==> src/hw/rtl/assert_macros.svh <==
// Assertion helpers for the partition choice block.
`ifndef ASSERT_MACROS_SVH
`define ASSERT_MACROS_SVH
`ifndef SYNTHESIS
`define PCSP_ASSERT(lbl, clk, rst_n, prop) \
	lbl: assert property (@(posedge clk) disable iff (!rst_n) prop) \
	else $error("%m: check failed");
`define PCSP_ASSERT_ALWAYS(lbl, clk, prop) \
	lbl: assert property (@(posedge clk) prop) else $error("%m: check failed");
`else
`define PCSP_ASSERT(lbl, clk, rst_n, prop)
`define PCSP_ASSERT_ALWAYS(lbl, clk, prop)
`endif
`endif

==> src/hw/rtl/pcsp_pkg.sv <==
package pcsp_pkg;

	localparam int TIME_BITS       = 16;
	localparam int EXP_TABLE_DEPTH = 256; // power of two
	localparam int EXP_IDX_BITS    = $clog2(EXP_TABLE_DEPTH);
	localparam int DIV_STEPS       = 17;
	localparam int DIV_W           = 32;
	localparam int ADDR_W          = 4;

	localparam logic [15:0] TIME_MASK = (TIME_BITS >= 16) ? 16'hFFFF :
		16'((32'd1 << TIME_BITS) - 32'd1);
	localparam logic [31:0] Q30_ONE   = 32'h4000_0000;
	localparam logic [16:0] LOG2E_Q16 = 17'd94548;
	localparam logic [16:0] PROB_ONE  = 17'd65536;
	localparam logic [16:0] PROB_HALF = 17'd32768;
	localparam logic [16:0] PROB_ZERO = 17'd0;
	localparam logic [15:0] RATIO_MAX = 16'hFFFF;

	typedef enum logic [1:0] {
		INFO_BOTH   = 2'd0,
		INFO_NONE   = 2'd1,
		INFO_ONLY_B = 2'd2,
		INFO_ONLY_A = 2'd3
	} info_t;

	typedef enum logic [1:0] {
		REG_METHOD     = 2'd0,
		REG_REACTIVITY = 2'd1,
		REG_OFFSET     = 2'd2,
		REG_GAIN       = 2'd3
	} reg_idx_t;

	typedef struct packed {
		logic        method;
		logic [15:0] reactivity;
		logic [15:0] offset;
		logic [16:0] gain;
	} cfg_t;

	typedef struct packed {
		logic [DIV_W-1:0]     rem;
		logic [DIV_STEPS-1:0] low;
		logic [DIV_W-1:0]     den;
	} div_req_t;

	typedef struct packed {
		info_t info;
		logic  zero;
		logic  sat;
	} side_t;

	typedef struct packed {
		div_req_t req;
		logic     zero;
		logic     sat;
	} ratio_setup_t;

	typedef logic [30:0] exp_tab_t [EXP_TABLE_DEPTH];

	// 2^30 * exp(-i*ln2/depth), 13-term Taylor series in Q30
	function automatic exp_tab_t build_exp_tab();
		exp_tab_t           tab;
		logic [63:0]        a;
		logic [63:0]        term;
		logic signed [63:0] sum;
		for (int i = 0; i < EXP_TABLE_DEPTH; i++) begin
			a    = (64'(i) * 64'd744261118) / 64'(EXP_TABLE_DEPTH);
			term = 64'd1 << 30;
			sum  = $signed(64'd1 << 30);
			for (int k = 1; k <= 12; k++) begin
				term = ((term * a) >> 30) / 64'(k);
				if ((k & 1) == 1)
					sum = sum - $signed(term);
				else
					sum = sum + $signed(term);
			end
			tab[i] = 31'(sum);
		end
		return tab;
	endfunction

	localparam exp_tab_t EXP_TAB = build_exp_tab();

	// |root-(left+right)| << 12 over root, set up for the divider
	function automatic ratio_setup_t ratio_setup(logic [15:0] root_i, logic [15:0] left_i,
		logic [15:0] right_i);
		ratio_setup_t rs;
		logic [16:0]  r;
		logic [16:0]  s;
		logic [16:0]  num;
		r   = {1'b0, root_i & TIME_MASK};
		s   = {1'b0, left_i & TIME_MASK} + {1'b0, right_i & TIME_MASK};
		num = (r > s) ? (r - s) : (s - r);
		rs.zero    = (r == 17'd0);
		rs.sat     = ({3'b000, num} >= {r[15:0], 4'b0000});
		rs.req.rem = DIV_W'(num[16:5]);
		rs.req.low = {num[4:0], 12'b0};
		rs.req.den = DIV_W'(r[15:0]);
		return rs;
	endfunction

endpackage

==> src/hw/rtl/pcsp_cfg_regs.sv <==
module pcsp_cfg_regs import pcsp_pkg::*; (
	input  logic              clk,
	input  logic              arst_n,
	input  logic              psel,
	input  logic              penable,
	input  logic              pwrite,
	input  logic [ADDR_W-1:0] paddr,
	input  logic [31:0]       pwdata,
	output logic [31:0]       prdata,
	output logic              pready,
	output cfg_t              cfg
);

	cfg_t     cfg_q;
	reg_idx_t idx;

	assign idx    = reg_idx_t'(paddr[3:2]);
	assign pready = 1'b1;
	assign cfg    = cfg_q;

	always_ff @(posedge clk or negedge arst_n) begin
		if (!arst_n) begin
			cfg_q.method     <= 1'b0;
			cfg_q.reactivity <= 16'd2048;
			cfg_q.offset     <= 16'd256;
			cfg_q.gain       <= 17'd65536;
		end else if (psel && penable && pwrite) begin
			unique case (idx)
				REG_METHOD:     cfg_q.method     <= pwdata[0];
				REG_REACTIVITY: cfg_q.reactivity <= pwdata[15:0];
				REG_OFFSET:     cfg_q.offset     <= pwdata[15:0];
				REG_GAIN:       cfg_q.gain       <= pwdata[16:0];
				default: ;
			endcase
		end
	end

	always_comb begin
		unique case (idx)
			REG_METHOD:     prdata = 32'(cfg_q.method);
			REG_REACTIVITY: prdata = 32'(cfg_q.reactivity);
			REG_OFFSET:     prdata = 32'(cfg_q.offset);
			REG_GAIN:       prdata = 32'(cfg_q.gain);
			default:        prdata = 32'd0;
		endcase
	end

endmodule

==> config.mk <==
export PLATFORM = sky130hd
export DESIGN_NAME = pcsp_cfg_regs
export DESIGN_NICKNAME = d
export VERILOG_FILES = /design/src/hw/rtl/assert_macros.svh /design/src/hw/rtl/pcsp_pkg.sv /design/src/hw/rtl/pcsp_cfg_regs.sv
export SDC_FILE = /design/constraint.sdc
export NUM_CORES = 1
export LEC_CHECK = 0
export ABC_AREA = 1
export BUFFER_PORTS_ARGS = -buffer_cell sky130_fd_sc_hd__buf_2
export CAP_MARGIN = 20
export CORE_MARGIN = 1
export CORE_UTILIZATION = 45
export DETAILED_ROUTE_END_ITERATION = 7
export GPL_ROUTABILITY_DRIVEN = 0
export GPL_TIMING_DRIVEN = 1
export PLACE_DENSITY = 0.79
export SYNTH_ARGS = -nofsm -noshare
export SYNTH_HDL_FRONTEND = slang
export SYNTH_SLANG_ARGS = --single-unit
==> constraint.sdc <==
create_clock -name clk -period 0.9 [get_ports clk]
set_input_delay 0.045 -clock clk [delete_from_list [all_inputs] [get_ports clk]]
set_output_delay 0.045 -clock clk [all_outputs]
set_load 0.005 [all_outputs]
==> run metrics <==
initial antenna violation count 0; number of routed nets with antenna violations 0; simple-gate share of the synthesized area 38.66%; first drt pass iteration count 4; vias in the first global route 2,158; main combinational cell family by area after synthesis simple AND/OR/NAND/NOR gates; Final Cell Area 3792 um2; diodes inserted 0; height of the die 75.35 um; Post-synth EDFFs 0; clock latency on the worst-skew pair 0.31 ns; Final Hold Viols 0; Vias/cell 4.525; status finished, violations left; Setup WS post-layout -0.2838 ns; Synth area leader dfrtp_1; worst hold path class in2reg; first-pass GRT wire length 10,240 um; footprint of the multi-input gates 1003 um2; total power 0.006974 W; post-synthesis sequential area ratio 51.83%; Clock Path Buffers 2; Synth Area in Compound Gates 0%; endpoints failing setup 46; Critical Path AT 1.14 ns; WL per Instance 12.49 um; Slew Limit Fails 0; critical path fanouts, max 3; post-synthesis mux area share 0%; overall routing resource usage 24.52%; proportion of layout cells with a drive suffix above 1 37.29%; most frequent cells after synthesis nand2_1, dfrtp_1, nand3_1; Worst Skew 0 ns; Row Count 26; Ys Warns 0; count leader, synth nand2_1; Crit path largest cell delay 0.56 ns; Startpoint Class flip-flop; drt drc 0; maximum VDD drop 1.098 mV; port bufs 90; RSZ-0062 raised after global routing true; Synth cell types 17; overall routed net length 6870 um; Crit path buffers/inverters 1; PD cells 1839 nW/um2; Iteration-0 DRC Markers 110; DP HPWL 4434 um; ys async rst share 100.0%; largest cells by area after synthesis dfrtp_1, nand2_1, buf_4; Critical Path RT 0.85 ns; Main synth FF type dfrtp_1; critical path type reg2out; Initial Utilization 47.10%; post-synth top area share 48.58%; # H-tree levels 2; post-placement cell area 3059 um2; CP max stage cell dfstp_2; # IOs 124; leak pwr 2.207 nW; Die W 75.35 um; Final min period 1.184 ns; vias 2,489; clk sink count 50; final hold slack 0.1508 ns; Remaining Overflow, GRT 0; CP Cell Sequence nand2_1 -> nand3_1 -> buf_2; Reg clk slew, reported paths 0.09 ns; #FFs+latches synth 50; max reg flops 50; Mean Syn Cell Area 7.710 um2; r2r setup slk 0 ns; Max Clk Rate 844.7 MHz; fillcell total 412; violated checks setup timing; largest net degree at the start of global routing 51; xor/xnor share of the synthesized area 0%; Crit. End Element primary output; Area Overhead vs Synth 56.64%; nets 520; CTS tree yes; post-synthesis adder-cell area fraction 0%; Synth Cell Area 2421 um2; post-synthesis cell count 314; max cap viols 0; period utilization 131.5%; core outline area 5140 um2; die area 5678 um2; family with the most delay on the worst path flip-flops; Reg area 1255 um2; CTS Root Cell clkbuf_8; CTS Buf Count 5
## logic make-up after synthesis
kind of cell	count (synthesis)
other	2
buffers and inverters	32
DFF	50
and+or+nand+nor	230
## path summary, 6_finish.rpt
| path | startpoint | to | cells past startpoint |
|---|---|---|---|
| worst max-delay path | cfg[44] | prdata[11] | 3 |
| max in group asynchronous | arst_n | cfg[16] | 3 |
| worst min-delay path | paddr[3] | cfg[49] | 4 |
| worst max register to register | cfg[30] | cfg[30] | 4 |
| worst min register to register | cfg[16] | cfg[16] | 2 |
| min in group asynchronous | arst_n | cfg[10] | 3 |
## metrics by stage
stage	TNS (ns)	worst slack (ns)	cells	utilization, %
CTS	-3.960	-0.2360	536	70.37
global route	-6.490	-0.3110	550	73.78
floorplan	0	0.09563	328	-
detailed placement	-2.108	-0.07604	487	59.52
global placement	-1.124	-0.04129	487	59.52
finish	-4.257	-0.2838	550	73.78
## report_power, final
group | leakage [nW] | internal, W | switching [W]
Combinational | 1.52 | 0.00144 | 0.000971
Clock | 0.0544 | 0.000706 | 0.000773
Sequential | 0.629 | 0.00273 | 0.000359
Total | 2.21 | 0.00487 | 0.00210
## metal layers
layer	routed length, um	global-route usage, %
met3	396	4.365
met5	0	0
met1	3040	33.94
met2	3363	40.38
met4	70	6.173
## worst register-to-register path: stages (launching register included)
cell,delay [ns]
dfrtp_1,0.42
buf_4,0.15
buf_4,0.12
nand2_1,0.06
nand2_1,0.06
## cells in the final DEF (no fill, tap or decap)
master / n
buf_6: 32
inv_1: 2
nor2_2: 1
nand3_1: 19
dlygate4sd3_1: 18
nor2_1: 2
conb_1: 16
nand2_1: 196
nand3_2: 1
clkinv_2: 1
buf_2: 73
dfrtp_1: 47
clkbuf_8: 7
nor2_4: 3
nand2_4: 1
clkinv_4: 1
buf_12: 5
dfstp_2: 3
buf_4: 41
inv_2: 4
nand4_1: 1
nand2_2: 6
## final cells by class
cell class	count	share of cell area, %
multi-input cells	246	26.46
clock inverters	1	0.2309
clock buffers	7	2.540
repair buffers	169	34.64
well taps	70	2.309
inverters	7	0.7258
flip-flops and latches	50	33.09
## repair_timing
item,in CTS,in global routing
endpoints found under the setup margin,39,67
pin swaps,33,14
hold buffers,18,0
resized for setup,20,14
buffers inserted,23,14
endpoints found under the hold margin,99,0
Power figures use the tool's default switching activity.
