`src/hw/rtl/assert_macros.svh`:
```
// Assertion helpers for the partition choice block.
`ifndef ASSERT_MACROS_SVH
`define ASSERT_MACROS_SVH
`ifndef SYNTHESIS
`define PCSP_ASSERT(lbl, clk, rst_n, prop) \
	lbl: assert property (@(posedge clk) disable iff (!rst_n) prop) \
	else $error("%m: check failed");
`define PCSP_ASSERT_ALWAYS(lbl, clk, prop) \
	lbl: assert property (@(posedge clk) prop) else $error("%m: check failed");
`else
`define PCSP_ASSERT(lbl, clk, rst_n, prop)
`define PCSP_ASSERT_ALWAYS(lbl, clk, prop)
`endif
`endif

```
`src/hw/rtl/pcsp_pkg.sv`:
```
package pcsp_pkg;

	localparam int TIME_BITS       = 16;
	localparam int EXP_TABLE_DEPTH = 256; // power of two
	localparam int EXP_IDX_BITS    = $clog2(EXP_TABLE_DEPTH);
	localparam int DIV_STEPS       = 17;
	localparam int DIV_W           = 32;
	localparam int ADDR_W          = 4;

	localparam logic [15:0] TIME_MASK = (TIME_BITS >= 16) ? 16'hFFFF :
		16'((32'd1 << TIME_BITS) - 32'd1);
	localparam logic [31:0] Q30_ONE   = 32'h4000_0000;
	localparam logic [16:0] LOG2E_Q16 = 17'd94548;
	localparam logic [16:0] PROB_ONE  = 17'd65536;
	localparam logic [16:0] PROB_HALF = 17'd32768;
	localparam logic [16:0] PROB_ZERO = 17'd0;
	localparam logic [15:0] RATIO_MAX = 16'hFFFF;

	typedef enum logic [1:0] {
		INFO_BOTH   = 2'd0,
		INFO_NONE   = 2'd1,
		INFO_ONLY_B = 2'd2,
		INFO_ONLY_A = 2'd3
	} info_t;

	typedef enum logic [1:0] {
		REG_METHOD     = 2'd0,
		REG_REACTIVITY = 2'd1,
		REG_OFFSET     = 2'd2,
		REG_GAIN       = 2'd3
	} reg_idx_t;

	typedef struct packed {
		logic        method;
		logic [15:0] reactivity;
		logic [15:0] offset;
		logic [16:0] gain;
	} cfg_t;

	typedef struct packed {
		logic [DIV_W-1:0]     rem;
		logic [DIV_STEPS-1:0] low;
		logic [DIV_W-1:0]     den;
	} div_req_t;

	typedef struct packed {
		info_t info;
		logic  zero;
		logic  sat;
	} side_t;

	typedef struct packed {
		div_req_t req;
		logic     zero;
		logic     sat;
	} ratio_setup_t;

	typedef logic [30:0] exp_tab_t [EXP_TABLE_DEPTH];

	// 2^30 * exp(-i*ln2/depth), 13-term Taylor series in Q30
	function automatic exp_tab_t build_exp_tab();
		exp_tab_t           tab;
		logic [63:0]        a;
		logic [63:0]        term;
		logic signed [63:0] sum;
		for (int i = 0; i < EXP_TABLE_DEPTH; i++) begin
			a    = (64'(i) * 64'd744261118) / 64'(EXP_TABLE_DEPTH);
			term = 64'd1 << 30;
			sum  = $signed(64'd1 << 30);
			for (int k = 1; k <= 12; k++) begin
				term = ((term * a) >> 30) / 64'(k);
				if ((k & 1) == 1)
					sum = sum - $signed(term);
				else
					sum = sum + $signed(term);
			end
			tab[i] = 31'(sum);
		end
		return tab;
	endfunction

	localparam exp_tab_t EXP_TAB = build_exp_tab();

	// |root-(left+right)| << 12 over root, set up for the divider
	function automatic ratio_setup_t ratio_setup(logic [15:0] root_i, logic [15:0] left_i,
		logic [15:0] right_i);
		ratio_setup_t rs;
		logic [16:0]  r;
		logic [16:0]  s;
		logic [16:0]  num;
		r   = {1'b0, root_i & TIME_MASK};
		s   = {1'b0, left_i & TIME_MASK} + {1'b0, right_i & TIME_MASK};
		num = (r > s) ? (r - s) : (s - r);
		rs.zero    = (r == 17'd0);
		rs.sat     = ({3'b000, num} >= {r[15:0], 4'b0000});
		rs.req.rem = DIV_W'(num[16:5]);
		rs.req.low = {num[4:0], 12'b0};
		rs.req.den = DIV_W'(r[15:0]);
		return rs;
	endfunction

endpackage

```
`src/hw/rtl/pcsp_div_pipe.sv`:
```
`include "assert_macros.svh"
// Restoring divider, one quotient bit per stage. Needs rem < den on entry.
module pcsp_div_pipe import pcsp_pkg::*; (
	input  logic                 clk,
	input  logic                 arst_n,
	input  logic                 en,
	input  logic                 in_vld,
	input  div_req_t             in_req,
	input  side_t                in_side,
	output logic                 out_vld,
	output logic [DIV_STEPS-1:0] out_quo,
	output side_t                out_side
);

	logic [DIV_STEPS-1:0] vld_s;
	logic [DIV_W-1:0]     rem_s  [DIV_STEPS];
	logic [DIV_STEPS-1:0] low_s  [DIV_STEPS];
	logic [DIV_W-1:0]     den_s  [DIV_STEPS];
	side_t                side_s [DIV_STEPS];

	for (genvar k = 0; k < DIV_STEPS; k++) begin : g_step
		logic                 vld_in;
		logic [DIV_W-1:0]     rem_in;
		logic [DIV_STEPS-1:0] low_in;
		logic [DIV_W-1:0]     den_in;
		side_t                side_in;
		logic [DIV_W:0]       trial;
		logic                 take;

		if (k == 0) begin : g_first
			assign vld_in  = in_vld;
			assign rem_in  = in_req.rem;
			assign low_in  = in_req.low;
			assign den_in  = in_req.den;
			assign side_in = in_side;
		end else begin : g_next
			assign vld_in  = vld_s[k-1];
			assign rem_in  = rem_s[k-1];
			assign low_in  = low_s[k-1];
			assign den_in  = den_s[k-1];
			assign side_in = side_s[k-1];
		end

		assign trial = {rem_in, low_in[DIV_STEPS-1]};
		assign take  = (trial >= {1'b0, den_in});

		always_ff @(posedge clk or negedge arst_n) begin
			if (!arst_n) begin
				vld_s[k] <= 1'b0;
			end else if (en) begin
				vld_s[k] <= vld_in;
			end
		end

		always_ff @(posedge clk) begin
			if (en) begin
				rem_s[k]  <= take ? DIV_W'(trial - {1'b0, den_in}) : trial[DIV_W-1:0];
				low_s[k]  <= {low_in[DIV_STEPS-2:0], take};
				den_s[k]  <= den_in;
				side_s[k] <= side_in;
			end
		end
	end

	assign out_vld  = vld_s[DIV_STEPS-1];
	assign out_quo  = low_s[DIV_STEPS-1];
	assign out_side = side_s[DIV_STEPS-1];

	`PCSP_ASSERT(a_div_hold, clk, arst_n, !en |=> $stable(vld_s))

endmodule

```
`config.mk`:
```
export PLATFORM = sky130hd
export DESIGN_NAME = pcsp_div_pipe
export DESIGN_NICKNAME = d
export VERILOG_FILES = /design/src/hw/rtl/pcsp_pkg.sv /design/src/hw/rtl/pcsp_div_pipe.sv
export VERILOG_INCLUDE_DIRS = /design/src /design/src/hw/rtl
export SDC_FILE = /design/constraint.sdc
export NUM_CORES = 2
export LEC_CHECK = 0
export BUFFER_PORTS_ARGS = -buffer_cell sky130_fd_sc_hd__buf_2
export CAP_MARGIN = 5
export CORE_ASPECT_RATIO = 0.7
export CORE_MARGIN = 5
export CORE_UTILIZATION = 48
export CTS_CLUSTER_DIAMETER = 80
export CTS_CLUSTER_SIZE = 28
export DETAILED_ROUTE_END_ITERATION = 12
export GPL_TIMING_DRIVEN = 0
export PLACE_DENSITY = 0.7
export SLEW_MARGIN = 20
export SYNTH_ARGS = -nofsm -noshare
export SYNTH_HDL_FRONTEND = slang
export SYNTH_SLANG_ARGS = --single-unit
```
`constraint.sdc`:
```
create_clock -name clk -period 3.7 [get_ports clk]
set_input_delay 0 -clock clk [delete_from_list [all_inputs] [get_ports clk]]
set_output_delay 0 -clock clk [all_outputs]
set_load 0.01 [all_outputs]
```
==> flow_metrics.py <==
metrics = {
    "routing": {
        "dr.pass1.iters": 7,
        "wirelength_um": 184000,
        "viasPerCell": 5.74,
        "ant_nets": 0,
        "vias": 52568,
        "first_iter_violations": 5414,
        "drc": 0,
        "wire_per_inst_um": 20.1,
    },
    "timing": {
        "worstMarginPinSlew_ns": 0.916,
        "hold_violations": 0,
        "finalSetupViolCount": 1,
        "finalCritPeriodShare_pct": 100,
        "rsz0062_at_grt": "true",
        "min_period_ns": 3.72,
        "drv_slew": 0,
        "tns_ns": -0.0154,
        "fin_skew_ns": 0.0641,
        "setup_slack_ns": -0.0154,
        "clock.fmax_mhz": 269,
        "maxSlewHeadroom_pct": 38.4,
    },
    "synth": {
        "synth_area_um2": 76100,
        "ys_top_cells_by_area": "edfxtp_1 55%, ha_1 8.9%, a21oi_1 3.5%, inv_1 3.3%, o21ai_0 3.0%",
        "ys_seq_area_share_pct": 55.1,
        "synthCells": 6609,
        "yosys_register_bits": 1398,
        "async_reset_ff_share_pct": 1.22,
        "synth_nets": 7258,
        "avgSynthCellArea_um2": 11.5,
        "synth_area_leader_cell": "edfxtp_1",
        "yosysTopAreaCellShare_pct": 54.5,
        "synthDistinctLibCells": 87,
        "synth_edf_count": 1381,
        "synth_ff_type": "edfxtp_1",
        "synth-warning-count": 0,
    },
    "finish": {
        "area_delta_synth_final_pct": 12.3,
        "most-common-layout-cells": "1381 x edfxtp_1, 669 x inv_1, 524 x ha_1",
        "finalInstanceArea_um2": 85400,
        "final_common_cell": "edfxtp_1",
        "utilization_pct": 54.1,
        "final_nets": 7665,
        "drive_above_1_share_pct": 11.4,
    },
    "grt": {
        "grt_max_degree": 153,
        "gr-total-overflow": 0,
        "grt_use_total_pct": 21.4,
        "grt_pass1_vias": 49261,
        "grt_pass1_wl_um": 282000,
        "antenna_found_initial": 6,
    },
    "critical_path": {
        "crit_required_ns": 4.15,
        "arrival_ns": 4.16,
        "worst-r2r-setup-slack_ns": -0.02,
        "worst_setup_path_end_kind": "flip-flop",
        "crit_path_start_kind": "flip-flop",
        "crit_type": "flip-flop to flip-flop",
        "crit_fanout": 6,
    },
    "run": {
        "drv_cap": 0,
    },
    "place": {
        "portBuffers": 110,
        "dp_slack_ns": -1.55,
        "placed_area_um2": 79500,
        "dp_hpwl_um": 139000,
        "place.gp.congestion": 0.969,
    },
    "die": {
        "start_util_pct": 48.2,
        "io_pins": 111,
        "dieWidth_um": 486,
        "die_area_um2": 167000,
        "coreArea_um2": 158000,
        "die_h_um": 343,
        "row_count": 122,
    },
    "power_and_ir_drop": {
        "finalPower_mw": 71.0,
        "p_leak_nw": 34.5,
        "peakVddDrop_v": 0.000381,
        "power_density_nw_per_um2": 832,
    },
    "clocking": {
        "cts_tree": "built",
        "cts.sinks": 1398,
        "htreeDepth": 3,
        "cts_buffers": 67,
        "clk_path_buf_depth": 3,
        "cts_root_buf": "clkbuf_16",
        "clk_pin_slew_ns": 0.11,
        "clock_latency_ns": 0.73,
    },
    "status": {
        "outcome": "finished with violations",
        "violations": "setup timing",
    },
    "hold_path": {
        "hold_class": "primary input to flip-flop",
    },
}
==> power breakdown <==
group          internal [mW]  switching, mW  total (mW)
clock network           3.79           5.22        9.01
logic                   15.3           21.3        36.6
registers               23.1           2.32        25.4
total                   42.2           28.9        71.0
==> synthesized netlist by cell type, types with 10 or more instances <==
cell	number
ha_1	544
xor2_1	194
a211o_1	16
nand3_1	122
buf_2	35
fa_1	16
clkbuf_1	126
nand2b_1	65
a41oi_1	16
nor4_1	17
a21o_1	270
and4_1	15
o21bai_1	69
mux2_1	11
or3_1	18
o21a_1	70
o21ai_1	42
dfrtp_1	17
a211oi_1	23
and2_1	25
or4_1	10
a21boi_0	12
mux2i_1	13
nor3_1	61
o31ai_1	36
and3_1	40
nand2_1	512
o21ai_0	458
inv_1	674
nand4_1	85
a21oi_1	536
nor2b_1	73
o22ai_1	10
o211ai_1	18
a221oi_1	12
nor2_1	297
o31a_1	15
edfxtp_1	1381
a31oi_1	52
or2_2	11
mux2_2	199
xnor2_1	250
==> logic make-up after synthesis <==
family                   share of synthesized area [%]
adder cells (fa/ha/maj)                           9.37
multiplexers                                      3.28
buffers and inverters                             4.31
XOR/XNOR                                          5.11
AND/OR/NAND/NOR                                   8.43
flip-flops                                        55.1
AO/OA/AOI/OAI                                     14.4
==> sequential cells by signal, indices dropped and copies added, names as in the netlist <==
register	count
side_s	68
low_s	289
g_step.vld_in	16
rem_s	512
out_vld	1
den_s	512
==> metrics by stage <==
step	hold WS [ns]	instances
floorplan	-0.296	6609
global placement	-0.0728	8827
detailed placement	-0.0634	8837
CTS	0.00180	9118
global route	0.0203	9161
finish	0.0582	9163
==> worst max-delay path, stage by stage, from the launching register on <==
cell,delay (ns)
edfxtp_1,0.49
ha_1,0.43
a21o_1,0.21
a21o_1,0.17
a21oi_1,0.30
o22ai_1,0.15
a21oi_1,0.21
nand2_1,0.19
a311o_1,0.39
a31oi_4,0.33
inv_2,0.21
mux2_2,0.37
==> layout make-up <==
cell class	count	area [um^2]
inverters	675	2540
clock buffers	76	1750
clock inverters	29	388
well taps	2108	2640
repair buffers	353	3050
multi-input cells	4364	32200
fillers	13314	72400
diodes	3	7.51
plain buffers	157	946
flip-flops and latches	1398	41900
==> routing by layer <==
metal	global-route usage, %	wire length [um]	vias up
met5	0	9	-
met4	4.88	4050	2
met3	6.44	20400	217
met2	28.1	70100	2083
met1	34.2	89300	25304
li1	-	-	24962
==> final timing paths <==
check,endpoint,startpoint,cells past startpoint
min in group asynchronous,g_step[1].vld_in,arst_n,3
max in group asynchronous,g_step[10].vld_in,arst_n,3
setup reg to reg,rem_s[0][317],rem_s[0][265],11
hold reg to reg,low_s[1][15],low_s[0][133],0
setup / recovery,rem_s[0][317],rem_s[0][265],11
hold / removal,den_s[0][1],in_req[1],2
==> what timing repair did <==
item / 4_1_cts / 5_1_grt
gates cloned: 0 / 1
resized for setup: 194 / 222
endpoints found under the hold margin: 190 / 1
pin swaps: 26 / 52
buffers inserted: 42 / 48
hold buffers: 141 / 1
setup endpoints to repair: 492 / 459
No activity file was read; power rests on OpenSTA's default activity.
